--- src/design/b2da_pkg.sv ---
`default_nettype none

package b2da_pkg;

  // Width of the input field, whatever the parameter says
  localparam int FieldBits = 32;
  localparam int DefValueBits = 32;

  // BCD register: ten digits cover any 32-bit value
  localparam int MaxDigits = 10;
  localparam int BcdW = 4 * MaxDigits;
  localparam int DigitCntW = 4;

  localparam logic [5:0] AsciiZero = 6'h30;

  // Double dabble correction: a digit of five or more gets three added
  function automatic logic [3:0] dabble_fix(input logic [3:0] dig);
    logic [3:0] res;
    res = (dig >= 4'd5) ? (dig + 4'd3) : dig;
    return res;
  endfunction

endpackage

`default_nettype wire

--- src/design/binary_to_decimal_ascii.sv ---
// Binary to decimal ASCII converter.
// Input channel: in_valid_i / in_stall_o with value_i. A transfer happens on
// a rising edge with in_valid_i high and in_stall_o low. Only the low
// VALUE_BITS bits of value_i (at most 32) are converted.
// Output channel: out_valid_o / out_stall_i with digit_char_o and
// last_digit_o. Digits leave most significant first, leading zeros
// suppressed; zero gives one '0'. last_digit_o marks the final digit.
// Operation: one double dabble step per input bit (VALUE_BITS of them, capped
// at 32), then one step per BCD position (ten) to skip a leading zero or emit
// a digit. Leading zeros are skipped even while the output is stalled; a
// digit to be emitted waits until the output register is free.
// in_stall_o is high from the transfer until the last digit is loaded into
// the output register, so the next value is taken while that digit waits.
// A stalled output holds its digit unchanged.
// Reset (rst_ni low, asynchronous) returns to idle with no output valid.
`default_nettype none

module binary_to_decimal_ascii
  import b2da_pkg::*;
#(
  parameter int VALUE_BITS = DefValueBits
) (
  input  wire logic                 clk_i,
  input  wire logic                 rst_ni,
  input  wire logic                 in_valid_i,
  output logic                      in_stall_o,
  input  wire logic [FieldBits-1:0] value_i,
  output logic                      out_valid_o,
  input  wire logic                 out_stall_i,
  output logic      [5:0]           digit_char_o,
  output logic                      last_digit_o
);

  localparam int EffBits = (VALUE_BITS < FieldBits) ? VALUE_BITS : FieldBits;
  localparam int CntW = $clog2(EffBits);

  localparam logic [1:0] StIdle = 2'd0;
  localparam logic [1:0] StConv = 2'd1;
  localparam logic [1:0] StEmit = 2'd2;

  logic [1:0]           state_q, state_d;
  logic [CntW-1:0]      cnt_q, cnt_d;
  logic [EffBits-1:0]   bin_q, bin_d;
  logic [BcdW-1:0]      bcd_q, bcd_d, bcd_step;
  logic [DigitCntW-1:0] rem_q, rem_d;
  logic                 started_q, started_d;
  logic                 out_valid_q, out_valid_d;
  logic [5:0]           digit_q, digit_d;
  logic                 last_q, last_d;

  logic [3:0] top_dig;
  logic       out_free;
  logic       skip;

  // Shared conversion step
  b2da_dabble_step u_step (
    .bcd_i (bcd_q),
    .bit_i (bin_q[EffBits-1]),
    .bcd_o (bcd_step)
  );

  assign top_dig  = bcd_q[BcdW-1 -: 4];
  assign out_free = !out_valid_q || !out_stall_i;
  assign skip     = !started_q && (top_dig == 4'd0) && (rem_q != DigitCntW'(1));

  // Sequencer: load, convert bit by bit, then walk the digits
  always_comb begin
    state_d     = state_q;
    cnt_d       = cnt_q;
    bin_d       = bin_q;
    bcd_d       = bcd_q;
    rem_d       = rem_q;
    started_d   = started_q;
    out_valid_d = out_valid_q && out_stall_i;
    digit_d     = digit_q;
    last_d      = last_q;
    case (state_q)
      StIdle: begin
        if (in_valid_i) begin
          bin_d   = value_i[EffBits-1:0];
          bcd_d   = '0;
          cnt_d   = CntW'(EffBits - 1);
          state_d = StConv;
        end
      end
      StConv: begin
        bcd_d = bcd_step;
        bin_d = {bin_q[EffBits-2:0], 1'b0};
        cnt_d = cnt_q - CntW'(1);
        if (cnt_q == '0) begin
          rem_d     = DigitCntW'(MaxDigits);
          started_d = 1'b0;
          state_d   = StEmit;
        end
      end
      StEmit: begin
        if (skip) begin
          bcd_d = {bcd_q[BcdW-5:0], 4'd0};
          rem_d = rem_q - DigitCntW'(1);
        end else if (out_free) begin
          out_valid_d = 1'b1;
          digit_d     = AsciiZero | {2'b00, top_dig};
          last_d      = (rem_q == DigitCntW'(1));
          bcd_d       = {bcd_q[BcdW-5:0], 4'd0};
          rem_d       = rem_q - DigitCntW'(1);
          started_d   = 1'b1;
          if (rem_q == DigitCntW'(1)) begin
            state_d = StIdle;
          end
        end
      end
      default: begin
        state_d = StIdle;
      end
    endcase
  end

  // Control state
  always_ff @(posedge clk_i or negedge rst_ni) begin
    if (!rst_ni) begin
      state_q     <= StIdle;
      out_valid_q <= 1'b0;
    end else begin
      state_q     <= state_d;
      out_valid_q <= out_valid_d;
    end
  end

  // Datapath registers
  always_ff @(posedge clk_i) begin
    cnt_q     <= cnt_d;
    bin_q     <= bin_d;
    bcd_q     <= bcd_d;
    rem_q     <= rem_d;
    started_q <= started_d;
    digit_q   <= digit_d;
    last_q    <= last_d;
  end

  assign in_stall_o   = (state_q != StIdle);
  assign out_valid_o  = out_valid_q;
  assign digit_char_o = digit_q;
  assign last_digit_o = last_q;

endmodule

`default_nettype wire

--- src/design/b2da_dabble_step.sv ---
`default_nettype none

// One double dabble step: correct every digit, then shift in the next bit
module b2da_dabble_step
  import b2da_pkg::*;
(
  input  wire logic [BcdW-1:0] bcd_i,
  input  wire logic            bit_i,
  output logic      [BcdW-1:0] bcd_o
);

  logic [BcdW-1:0] fixed;

  // Per-digit correction, digits are independent
  always_comb begin
    for (int i = 0; i < MaxDigits; i++) begin
      fixed[4*i +: 4] = dabble_fix(bcd_i[4*i +: 4]);
    end
  end

  // Shift left by one, new binary bit enters at the bottom
  assign bcd_o = {fixed[BcdW-2:0], bit_i};

endmodule

`default_nettype wire
--- config.mk ---
export PLATFORM = sky130hd
export DESIGN_NAME = binary_to_decimal_ascii
export DESIGN_NICKNAME = d
export VERILOG_FILES = /design/src/design/b2da_pkg.sv /design/src/design/binary_to_decimal_ascii.sv /design/src/design/b2da_dabble_step.sv
export SDC_FILE = /design/constraint.sdc
export NUM_CORES = 1
export LEC_CHECK = 0
export BUFFER_PORTS_ARGS = -buffer_cell sky130_fd_sc_hd__buf_2
export CAP_MARGIN = 10
export CORE_ASPECT_RATIO = 0.75
export CORE_MARGIN = 2
export CORE_UTILIZATION = 64
export DETAILED_ROUTE_END_ITERATION = 16
export PLACE_DENSITY = 0.87
export REMOVE_ABC_BUFFERS = 1
export SETUP_SLACK_MARGIN = 0.4
export SLEW_MARGIN = 20
export SYNTH_ARGS = -nofsm -noshare
export SYNTH_HDL_FRONTEND = slang
export SYNTH_SLANG_ARGS = --single-unit
--- constraint.sdc ---
create_clock -name clk_i -period 7.3 [get_ports clk_i]
set_input_delay 1.095 -clock clk_i [delete_from_list [all_inputs] [get_ports clk_i]]
set_output_delay 1.095 -clock clk_i [all_outputs]
set_load 0.02 [all_outputs]
Yosys cells after proc, flatten, opt, wreduce, memory -nomap -nowiden

Index checks and enable logic that the tools add are counted.

Register bits after elaboration: 90
Bits of input ports: 36
Output and inout port bits: 9
Logic and storage cells: 97

Add/subtract/negate cells: 12
$lt $le $gt $ge: 10
Equality and inequality tests: 10
Multiplexer cells: 35
Bitwise gates (word level): 1
Reductions and logical operators: 20

Operators by type and width:

| kind                                                                   | count |
|---|---|
| 40-bit 2-to-1 mux                                                      | 3 |
| 40-bit one-hot mux with 3 select lines                                 | 1 |
| 32-bit one-hot mux with 2 select lines                                 | 1 |
| 4-bit 2-to-1 mux                                                       | 12 |
| 4-bit by 3-bit >= comparator with 1-bit output (second input constant) | 10 |
| 4-bit by 2-bit adder with 4-bit output (second input constant)         | 9 |
| 32-bit 2-to-1 mux                                                      | 1 |
| 2-bit 2-to-1 mux                                                       | 5 |
| 2-bit != test (second input constant)                                  | 5 |
| 5-bit one-hot mux with 2 select lines                                  | 1 |
| 3-bit AND reduction                                                    | 3 |
| 4-bit one-hot mux with 2 select lines                                  | 1 |
| 1-bit 2-to-1 mux                                                       | 6 |
| 2-bit one-hot mux with 3 select lines                                  | 1 |
| 2-bit nonzero test                                                     | 3 |
| 5-bit logical NOT                                                      | 1 |
| 5-bit 2-to-1 mux                                                       | 1 |
| 5-bit AND reduction                                                    | 1 |
| 5-bit by 1-bit subtractor with 5-bit output (second input constant)    | 1 |
| 4-bit by 1-bit == test with 1-bit output (second input constant)       | 1 |
| 4-bit logical NOT                                                      | 1 |
| 4-bit by 1-bit != test with 1-bit output (second input constant)       | 1 |
| 4-bit AND reduction                                                    | 1 |
| 4-bit by 1-bit subtractor with 4-bit output (second input constant)    | 1 |
| 13 further kinds                                                       | 17 |

Depth between registers and ports, before layout

Depth after elaboration: 5
Depth in mapped cells: 7
Depth with buffers taken out: 6

Cells and area by module

Synthesis repeated with hierarchy kept, for this count alone.

Cell total of the unflattened synthesis: 393
Area, all modules: 4,916.0 µm²

By module, submodules not included:

| module                  | times used | cells each | area each (µm²) | seq. area each (µm²) |
|---|---|---|---|---|
| binary_to_decimal_ascii | 1          | 236        | 3,915.0         | 2,687.6 |
| b2da_dabble_step        | 1          | 157        | 1,001.0         | 0.0 |

Worst setup path before layout

No wires, ideal clock.

Path kind: flip-flop to flip-flop
Start: register bcd_q[36]
End: register bcd_q[0], enable pin
Setup time: 0.431 ns
Arrival time: 2.918 ns
Data required time: 6.869 ns
Path slack: 3.951 ns
Stages on the path, launching flop included: 7
Path buffers: 0
Clock period less this slack: 3.349 ns
Cell sequence: edfxtp_1 -> inv_1 -> ha_1 -> or4b_4 -> o21ai_2 -> nor2_2 -> nor3_2

Cells in the longest elaborated chain, start to end: 5

RTL lines:

| item                                 | RTL line                       | source |
|---|---|---|
| from (decl)                          | binary_to_decimal_ascii.sv:44  | `logic [BcdW-1:0] bcd_q, bcd_d, bcd_step;` |
| from (signal assigned)               | binary_to_decimal_ascii.sv:133 | `bcd_q <= bcd_d;` |
| 4-bit logical NOT                    | binary_to_decimal_ascii.sv:64  | `assign skip = !started_q && (top_dig == 4'd0) && (rem_q != DigitCntW'(1));` |
| 1-bit logical AND (2 in series)      | binary_to_decimal_ascii.sv:64  |  |
| 3-bit != test (no source line)       | --                             |  |
| 3-bit AND reduction (no source line) | --                             |  |

Every way passes these cells.
A chain may end at the register's enable or synchronous reset.

Worst setup path in the final report

Start: register state_q[1]
End: register bcd_q[36], data pin

Cells in the longest elaborated chain, start to end: 2
Elaborated cells between the ends (all ways): 4
Those cells by class: eq/ne: 2; mux: 1; reduce/logical: 1

RTL lines:

| item                                     | RTL line                       | source |
|---|---|---|
| from (decl)                              | binary_to_decimal_ascii.sv:41  | `logic [1:0] state_q, state_d;` |
| from (signal assigned)                   | binary_to_decimal_ascii.sv:121 | `state_q <= StIdle;` |
| from (signal assigned)                   | binary_to_decimal_ascii.sv:124 | `state_q <= state_d;` |
| 2-bit == test (tied with other cells)    | binary_to_decimal_ascii.sv:77  | `case (state_q)` |
| 40-bit one-hot mux with 3 select lines * | binary_to_decimal_ascii.sv:77  |  |
| named net bcd_d[36]                      | binary_to_decimal_ascii.sv:44  |  |

The timed path passes the listed nets; every way through them passes the cells marked *.

==> reports/qor.yml <==
setup_path:
  cp-start-kind: "register"
  crit_type: "reg -> reg"
  end_kind: "register"
  cp.required_ns: 7.46
  max_stage_delay_ns: 0.76
  crit_chain: "inv_1 -> ha_2 -> buf_4 -> nand2_1 -> o31ai_1"
  critPathMaxFanout: 46
  cp_slowest_cell: "nand2_1"
  arrival_ns: 2.75
timing:
  fin_setup_tns_ns: 0
  drv_slew: 0
  setup_slack_ns: 4.716
  finalHoldViolCount: 0
  period_share: 0.3540
  setup-violations-final: 0
  hold_ws_ns: 0.4537
  slew_headroom: 0.2977
  fmax_ghz: 0.3870
  worst_pin_slew_ns: 1.051
  skew_ns: 0.01359
  finalCriticalPeriod_ns: 2.584
  rsz0062_at_grt: "false"
clock_tree:
  cts_root_buf: "clkbuf_8"
  cts_tree: "yes"
  cts-resized-gates: 0
  path_clk_slew_ns: 0.09
  insertion_delay_ns: 0.37
  cts_sinks: 90
  hold_buffers: 0
  htreeDepth: 3
  numCtsBuffers: 9
  clk_path_buf_depth: 2
  postCtsSetupBuffers: 0
power_and_ir_drop:
  power.switching_mw: 0.7418
  vdd_drop_max_mv: 0.2025
  p_leak_nw: 1.997
  comb_power_share: 0.355
  swShare: 0.3503
  power_frac_clock: 0.162
  seqPwrFrac: 0.483
  p_per_area_nw_per_um2: 402.1
  p_int_mw: 1.376
drt:
  detail_route.first_pass.iterations: 5
  viasPerCell: 5.623
  wirelength_mm: 8.032
  antenna_left: 0
  routedWlPerCell_um: 14.90
  vias: 3031
  drc_errors: 0
  drtIter0Drc: 223
grt:
  grt_pass1_wl_mm: 13.73
  grt_start_max_net_pins: 47
  antenna_found_initial: 0
  grt_pass1_vias: 3016
  gr-total-overflow: 0
  grt_usage: 0.2140
cells_and_area:
  drive_gt1_frac: 0.2420
  multi_input_area_um2: 1921
  fillers: 475
  nets: 498
  antenna_cells: 0
  stdcell_count: 539
  seq_area_um2: 2688
  fin_area_um2: 5268
  area_delta_synth_final_pct: 10.50
floorplanning:
  dieArea_um2: 8162
  initial_utilization: 0.6563
  io_pins: 45
  core_area_um2: 7263
  die_w_um: 103.7
  rows: 27
  die_h_um: 78.74
place:
  place_area_um2: 5069
  detailedPlace.worstSlack_ns: 4.691
  io_buffers: 42
  hpwlAfterDp_mm: 5.436
  dp_cells: 523
  place.gp.congestion: 0.7621
synthesis:
  yosys.area.top_type_share: 0.5480
  yosysSeqAreaShare: 0.5638
  synth_area_per_cell_um2: 12.22
  syn_inst: 390
  yosysUniqueCellTypes: 35
  synth_top_area_cell: "edfxtp_1"
  yosysMostFrequentCell: "edfxtp_1"
  yosysWarningCount: 0
  synth-seq-cells: 90
  synth-async-reset-ratio: 0.03333
  synthTopCellsByCount: "edfxtp_1, nand2_1, mux2_2, o21ai_0, ha_1"
  synth_ff_type: "edfxtp_1"
  synth_edf_count: 87
  synth_area_um2: 4767
  ys_top_cells_by_area: "edfxtp_1, mux2_2, ha_1"
job:
  maxCapViolCount: 0
min_path:
  hold_class: "reg -> reg"
status:
  status: "finished clean"
[layout by cell type, fill, tap and decap left out, drive strengths merged, types with 3 or more instances in the layout]
| cell | synthesis | routed |
|---|---|---|
| clkinv | 0 | 4 |
| o21ai | 39 | 39 |
| nor3b | 12 | 12 |
| mux2 | 38 | 38 |
| o31ai | 7 | 7 |
| mux2i | 3 | 3 |
| nor2b | 3 | 3 |
| nand2 | 45 | 45 |
| xnor2 | 13 | 13 |
| inv | 27 | 29 |
| buf | 10 | 45 |
| xor2 | 8 | 8 |
| nor3 | 3 | 3 |
| clkbuf | 4 | 9 |
| dfrtp | 3 | 3 |
| nand2b | 11 | 11 |
| a21oi | 25 | 25 |
| edfxtp | 87 | 87 |
| nor2 | 7 | 7 |
| ha | 29 | 29 |
| a32o | 3 | 3 |
[area by class of cell]
cell class                 instances  share of cell area
timing repair buffer              45             0.04418
tap                              101             0.02399
clock inverter                     7             0.01425
sequential                        90              0.5102
multi-input combinational        260              0.3646
inverter                          27             0.01924
clock buffer                       9             0.02352
[flip-flops by register name (all words and copies together), names as in the netlist]
| signal | cells |
|---|---|
| bcd_q | 40 |
| bin_q | 32 |
| cnt_q | 5 |
| digit_char_o | 4 |
| last_digit_o | 1 |
| out_valid_o | 1 |
| rem_q | 4 |
| started_q | 1 |
| state_q | 2 |
[layer usage]
metal  share of wire  up-vias  GRT usage
met2            0.49       73     0.3603
met3           0.044       15    0.04844
met5               0        -          0
li1                -     1482          -
met1            0.44     1461     0.2776
met4           0.019        0    0.07838
[power groups by stage]
stage	sequential, mW	combinational, mW	clock (mW)
after floorplan	0.978	0.604	0
after global placement	1.02	0.709	0
after detailed placement	1.03	0.754	0
after CTS	1.02	0.757	0.352
after global routing	1.05	0.849	0.367
final	1.02	0.751	0.344
[logic make-up (layout without fill, tap and decap cells)]
group                    count (synthesis)  after routing  synth area share
AND/OR/NAND/NOR                         88             88           0.09554
multiplexers                            41             41           0.09606
XOR/XNOR                                21             21           0.03858
adder cells (fa/ha/maj)                 29             29           0.07612
AO/OA/AOI/OAI                           79             79           0.09318
flip-flops                              90             90            0.5638
other                                    1              2         0.0007866
buffers and inverters                   41             88           0.03596
[final timing paths]
kind | cells past startpoint | startpoint | to | slack (ns)
max | 5 | state_q[1] | bcd_q[36] | 4.72
min | 0 | bcd_q[37] | digit_char_o[1] | 0.45
max reg2reg | 5 | state_q[1] | bcd_q[36] | 4.72
min reg2reg | 0 | bcd_q[37] | digit_char_o[1] | 0.45
max in group asynchronous | 1 | rst_ni | state_q[1] | 6.65
min in group asynchronous | 1 | rst_ni | state_q[0] | 0.52
[worst max-delay path: cells and delay by family (launching register included)]
family | cells | cell delay (ns)
AO/OA/AOI/OAI | 1 | 0.51
adder cells (fa/ha/maj) | 1 | 0.17
buffers and inverters | 2 | 0.53
flip-flops | 1 | 0.41
AND/OR/NAND/NOR | 1 | 0.76
[per-stage QoR]
stage | util | total power, mW
2_1_floorplan | - | 1.582
3_3_place_gp | 0.6978 | 1.725
3_5_place_dp | 0.6978 | 1.782
4_1_cts | 0.7252 | 2.129
5_1_grt | 0.7252 | 2.266
6_report | 0.7252 | 2.118
No activity file was read; power rests on OpenSTA's default activity.
